File: config.mk
export PLATFORM = sky130hd
export DESIGN_NAME = fwsc_ctrl
export DESIGN_NICKNAME = d
export VERILOG_FILES = /design/src/sv/fwsc_pkg.sv /design/src/sv/fwsc_ctrl.sv
export SDC_FILE = /design/constraint.sdc
export NUM_CORES = 1
export LEC_CHECK = 0
export ABC_CLOCK_PERIOD_IN_PS = 1900
export BUFFER_PORTS_ARGS = -buffer_cell sky130_fd_sc_hd__buf_2
export CAP_MARGIN = 20
export CORE_AREA = 5 5 42 44
export CTS_CLUSTER_SIZE = 30
export DETAILED_ROUTE_END_ITERATION = 6
export DIE_AREA = 0 0 47 49
export SYNTH_ARGS = -nofsm -noshare
export SYNTH_HDL_FRONTEND = slang
export SYNTH_SLANG_ARGS = --single-unit
File: constraint.sdc
create_clock -name clock -period 1.9 [get_ports clock]
set_input_delay 0.38 -clock clock [delete_from_list [all_inputs] [get_ports clock]]
set_output_delay 0.38 -clock clock [all_outputs]
set_load 0.02 [all_outputs]
File: src/sv/fwsc_pkg.sv
// ----------------------------------------------------------------------------
// fwsc_pkg: shared types and constants for the wheel speed compensator
// Holds the channel payload structs, the controller command struct and the
// fixed-point constants of the incremental PI update.
// ----------------------------------------------------------------------------
`default_nettype none

package fwsc_pkg;

   // Number of wheel loops that carry state.
   localparam int CHANNELS = 4;
   localparam logic [2:0] CHAN_COUNT = 3'(CHANNELS);

   // Configuration register file: index bit 0 picks the gain, bits 2:1 the channel.
   localparam int CSR_INDEX_W = 3;
   localparam int CSR_DATA_W  = 16;
   localparam logic GAIN_SEL_NOW  = 1'b0;
   localparam logic GAIN_SEL_PREV = 1'b1;

   // Gain reset values, unsigned Q1.15.
   localparam logic [15:0] GAIN_NOW_RESET  [4] = '{16'd15871, 16'd19598, 16'd14733, 16'd15307};
   localparam logic [15:0] GAIN_PREV_RESET [4] = '{16'd5201, 16'd6457, 16'd6362, 16'd6533};

   // Output scaling: drive = floor(|u| / 192), clamped to DRIVE_MAX.
   localparam logic [11:0] DRIVE_MAX      = 12'd4095;
   localparam logic [31:0] MAG_CLAMP      = 32'd786432;   // (DRIVE_MAX + 1) * 192
   localparam logic [14:0] RECIP_THIRD    = 15'd21846;    // ceil(2^16 / 3)
   localparam logic signed [35:0] ROUND_HALF = 36'sd64;   // half an LSB of Q16.16 in Q.23

   typedef struct packed {
      logic [1:0]         wheel_channel;
      logic signed [15:0] reference_speed;
      logic signed [15:0] measured_speed;
   } req_payload_type;

   typedef struct packed {
      logic [1:0]  result_channel;
      logic [11:0] drive_magnitude;
      logic        drive_saturated;
   } rsp_payload_type;

   // One strobe per datapath step, issued by the controller.
   typedef struct packed {
      logic load;     // capture the input item and form the error
      logic mult;     // form both gain products
      logic accum;    // round, accumulate, saturate, update channel state
      logic scale;    // take the magnitude and check the drive clamp
      logic emit;     // finish the divide by three and load the result register
   } dp_cmd_type;

endpackage

`default_nettype wire

File: src/sv/fwsc_ctrl.sv
// ----------------------------------------------------------------------------
// fwsc_ctrl: sequencing controller for the wheel speed compensator
// Walks one item through the datapath steps and owns both handshakes.
// ----------------------------------------------------------------------------
`default_nettype none

module fwsc_ctrl (
   input  wire logic              clock,
   input  wire logic              reset,
   input  wire logic              req_valid,
   output logic                   req_stall,
   output logic                   rsp_valid,
   input  wire logic              rsp_stall,
   output fwsc_pkg::dp_cmd_type   cmd
);

   typedef enum logic [4:0] {
      ST_IDLE  = 5'b00001,
      ST_MULT  = 5'b00010,
      ST_ACCUM = 5'b00100,
      ST_SCALE = 5'b01000,
      ST_EMIT  = 5'b10000
   } state_type;

   state_type state_ff, state_in;
   logic      rsp_valid_ff, rsp_valid_in;
   logic      out_free;
   logic      emit_go;
   logic      accept_ok;
   logic      take;

   // The result register can be loaded when empty or when its transfer completes now.
   assign out_free  = !rsp_valid_ff || !rsp_stall;
   assign emit_go   = (state_ff == ST_EMIT) && out_free;
   assign accept_ok = (state_ff == ST_IDLE) || emit_go;
   assign take      = req_valid && accept_ok;

   assign req_stall = !accept_ok;
   assign rsp_valid = rsp_valid_ff;

   always_comb begin
      state_in = state_ff;
      unique case (state_ff)
         ST_IDLE:  state_in = take ? ST_MULT : ST_IDLE;
         ST_MULT:  state_in = ST_ACCUM;
         ST_ACCUM: state_in = ST_SCALE;
         ST_SCALE: state_in = ST_EMIT;
         ST_EMIT: begin
            if (out_free) begin
               state_in = take ? ST_MULT : ST_IDLE;
            end
         end
         default:  state_in = ST_IDLE;
      endcase
   end

   always_comb begin
      if (emit_go) begin
         rsp_valid_in = 1'b1;
      end else if (!rsp_stall) begin
         rsp_valid_in = 1'b0;
      end else begin
         rsp_valid_in = rsp_valid_ff;
      end
   end

   always_comb begin
      cmd.load  = take;
      cmd.mult  = (state_ff == ST_MULT);
      cmd.accum = (state_ff == ST_ACCUM);
      cmd.scale = (state_ff == ST_SCALE);
      cmd.emit  = emit_go;
   end

   always_ff @(posedge clock) begin
      if (reset) begin
         state_ff     <= ST_IDLE;
         rsp_valid_ff <= 1'b0;
      end else begin
         state_ff     <= state_in;
         rsp_valid_ff <= rsp_valid_in;
      end
   end

endmodule

`default_nettype wire

==> results.tsv <==
stage	metric	value	unit
placed_design	dp_hpwl	465	um
drt	wirelength	671	um
power_and_ir_drop	powerDensity	756	nW/um^2
global_routing	grt_max_degree	7	
status	status	finished, final reports clean	
logic_synthesis	synth-seq-cells	6	
critical_path	worstPathArrival	1.41	ns
timing	clock_skew	0.00119	ns
drt	first_pass_iters	4	
global_routing	grtUsageTotal	6.64	%
timing	worst_pin_slew	0.304	ns
drt	ant_nets	0	
logic_synthesis	syn_nets	36	
logic_synthesis	synth_top_family_by_area	simple AND/OR/NAND/NOR gates	
timing	maxSlewViolCount	0	
power_and_ir_drop	power_frac_comb	12.8	%
timing	max_freq	558	MHz
layout	area_growth_syn_to_layout	26.8	%
layout	fill_cells	166	
logic_synthesis	synth.avg_cell_area	9.62	sq um
logic_synthesis	synthCells	32	
critical_path	required	1.52	ns
clocking	cts_inserted_buffers	3	
clocking	cts_setup_buffers	0	
drt	routed_via_density	4.44	
die	die_w	47	um
die	die-height	49	um
critical_path	crit_path_end_kind	output pin	
timing	period_needed	1.79	ns
logic_synthesis	seq_area_frac_synth	39.0	%
logic_synthesis	synth_compound_area_share	7.72	%
die	fp.dieArea	2300	sq um
placed_design	io_buffers	10	
global_routing	grt_first_pass_wirelength	1.07	mm
critical_path	cp_max_fo	5	
drt	drtIter0Drc	5	
clocking	cts_buffer_depth	2	
power_and_ir_drop	p_leak	0.000164	uW
timing	setup_viol	0	
run	maxCapViolCount	0	
global_routing	grt_pass1_vias	229	
logic_synthesis	yosysWarnings	0	
power_and_ir_drop	switching_share	26.1	%
die	fp-row-count	14	
clocking	clkTransAtPathRegs	0.05	ns
timing	finalSetupTns	0	ns
logic_synthesis	synth_adder_area_share	0	%
logic_synthesis	yosysUniqueCellTypes	18	
timing	hold_violations	0	
power_and_ir_drop	p_sw	77.1	uW
critical_path	startpoint_type	register	
clocking	cts_resized	0	
die	core-area	1400	sq um
clocking	clock-sinks	6	
layout	fin_nets	49	
power_and_ir_drop	sequentialPowerShare	46.1	%
clocking	clock_latency	0.25	ns
timing	period_share	94.4	%
layout	drive_above_1_share	44.2	%
drt	vias	262	
die	start_util	22.0	%
power_and_ir_drop	clockPowerShare	41.1	%
timing	rsz0062_at_grt	false	
layout	n_antenna_cell	0	
logic_synthesis	synth-xor-area-share	2.85	%
clocking	cts_tree	yes	
drt	drc	0	
clocking	cts_root_buffer	clkbuf_4	
clocking	cts_max_level	1	
logic_synthesis	syn_area	308	sq um
layout	fin_util	27.9	%
logic_synthesis	synth_mux_area_share	3.25	%
power_and_ir_drop	irDropWorstVdd	0.435	mV
timing	max_slew_margin	79.5	%
drt	wire_per_inst	11.4	um
global_routing	antenna_found_initial	0	
critical_path	crit_type	register to output pin	
die	ioPinCount	11	
logic_synthesis	synthSimpleGateAreaFrac	42.3	%
power_and_ir_drop	p_int	218	uW
worst_hold_path	hold_class	input pin to register	
global_routing	grt_overflow	0	
clocking	hold_buffers	0	
placed_design	gp_congestion	0.773	
-- layer usage --
metal	routed length, um	global-route usage (%)	up-vias
met4	8	1.38	0
met1	340	10.2	111
li1	-	-	136
met5	0	0	-
met3	90	5.54	2
met2	231	6.79	13
-- flip-flops by register name, indices dropped and copies added (netlist names) --
name and flops:
state_ff 5, rsp_valid 1
-- critical path, stage by stage, from the launching register on --
cell and delay [ns]:
dfxtp_1 0.35, or3_4 0.43, nor3b_2 0.20, buf_2 0.19
-- power groups by stage --
stage	clock network, uW	logic [uW]	registers [uW]
after floorplan	0	28.2	136
after global placement	0	37.4	137
after detailed placement	0	37.7	137
after CTS	124	37.8	135
after global routing	129	42.3	137
final	121	37.6	136
-- through the flow --
stage / setup slack [ns] / instance area, sq um / hold slack [ns] / std cells / total power, uW
3_5_place_dp: 0.363 / 363 / 0.495 / 56 / 175
5_1_grt: 0.0356 / 390 / 0.420 / 59 / 308
4_1_cts: 0.0907 / 385 / 0.375 / 59 / 297
2_1_floorplan: 0.395 / 308 / 0.449 / 32 / 164
6_report: 0.107 / 390 / 0.375 / 59 / 295
3_3_place_gp: 0.369 / 363 / 0.492 / 56 / 175
-- synthesized netlist by cell type (all sizes together) --
cell type | n | area (sq um)
mux2i | 1 | 10.0
nand2 | 2 | 7.51
dfxtp | 6 | 120
or3 | 1 | 11.3
or4 | 1 | 7.51
nand2b | 2 | 12.5
nor4 | 1 | 6.26
xnor2 | 1 | 8.76
nand3b | 1 | 7.51
nand4b | 1 | 8.76
and2b | 2 | 15.0
a21oi | 4 | 23.8
nor3 | 4 | 25.0
buf | 2 | 15.0
nor3b | 2 | 25.0
nor2 | 1 | 3.75
-- layout by cell type (no fill, tap or decap), drive strengths merged --
master,n
nor3,4
nor4,1
nand3b,1
mux2i,1
clkbuf,3
xnor2,1
a21oi,4
nand2,2
and2b,2
or3,1
or4,1
nand4b,1
buf,10
nand2b,2
dfxtp,6
nor3b,2
nor2,1
-- area by class of cell --
| cell class | instances | area, sq um | area share [%] |
|---|---|---|---|
| well taps | 16 | 20.0 | 5.13 |
| repair buffers | 10 | 50.0 | 12.8 |
| multi-input cells | 24 | 178 | 45.5 |
| clock buffers | 3 | 22.5 | 5.77 |
| flip-flops and latches | 6 | 120 | 30.8 |
-- worst paths after layout --
| path | startpoint | end | slack (ns) | cells past startpoint |
|---|---|---|---|---|
| worst max-delay path | state_ff[4] | cmd[3] | 0.11 | 3 |
| worst min-delay path | reset | rsp_valid | 0.37 | 2 |
| worst max register to register | state_ff[2] | state_ff[0] | 0.66 | 3 |
| worst min register to register | rsp_valid | rsp_valid | 0.50 | 2 |
-- cells by family (layout without fill, tap and decap cells) --
| logic type | after synthesis | after routing |
|---|---|---|
| XOR/XNOR | 1 | 1 |
| flip-flops | 6 | 6 |
| buffers and inverters | 2 | 13 |
| AO/OA/AOI/OAI | 4 | 4 |
| AND/OR/NAND/NOR | 18 | 18 |
| multiplexers | 1 | 1 |
No activity file was read; power rests on OpenSTA's default activity.
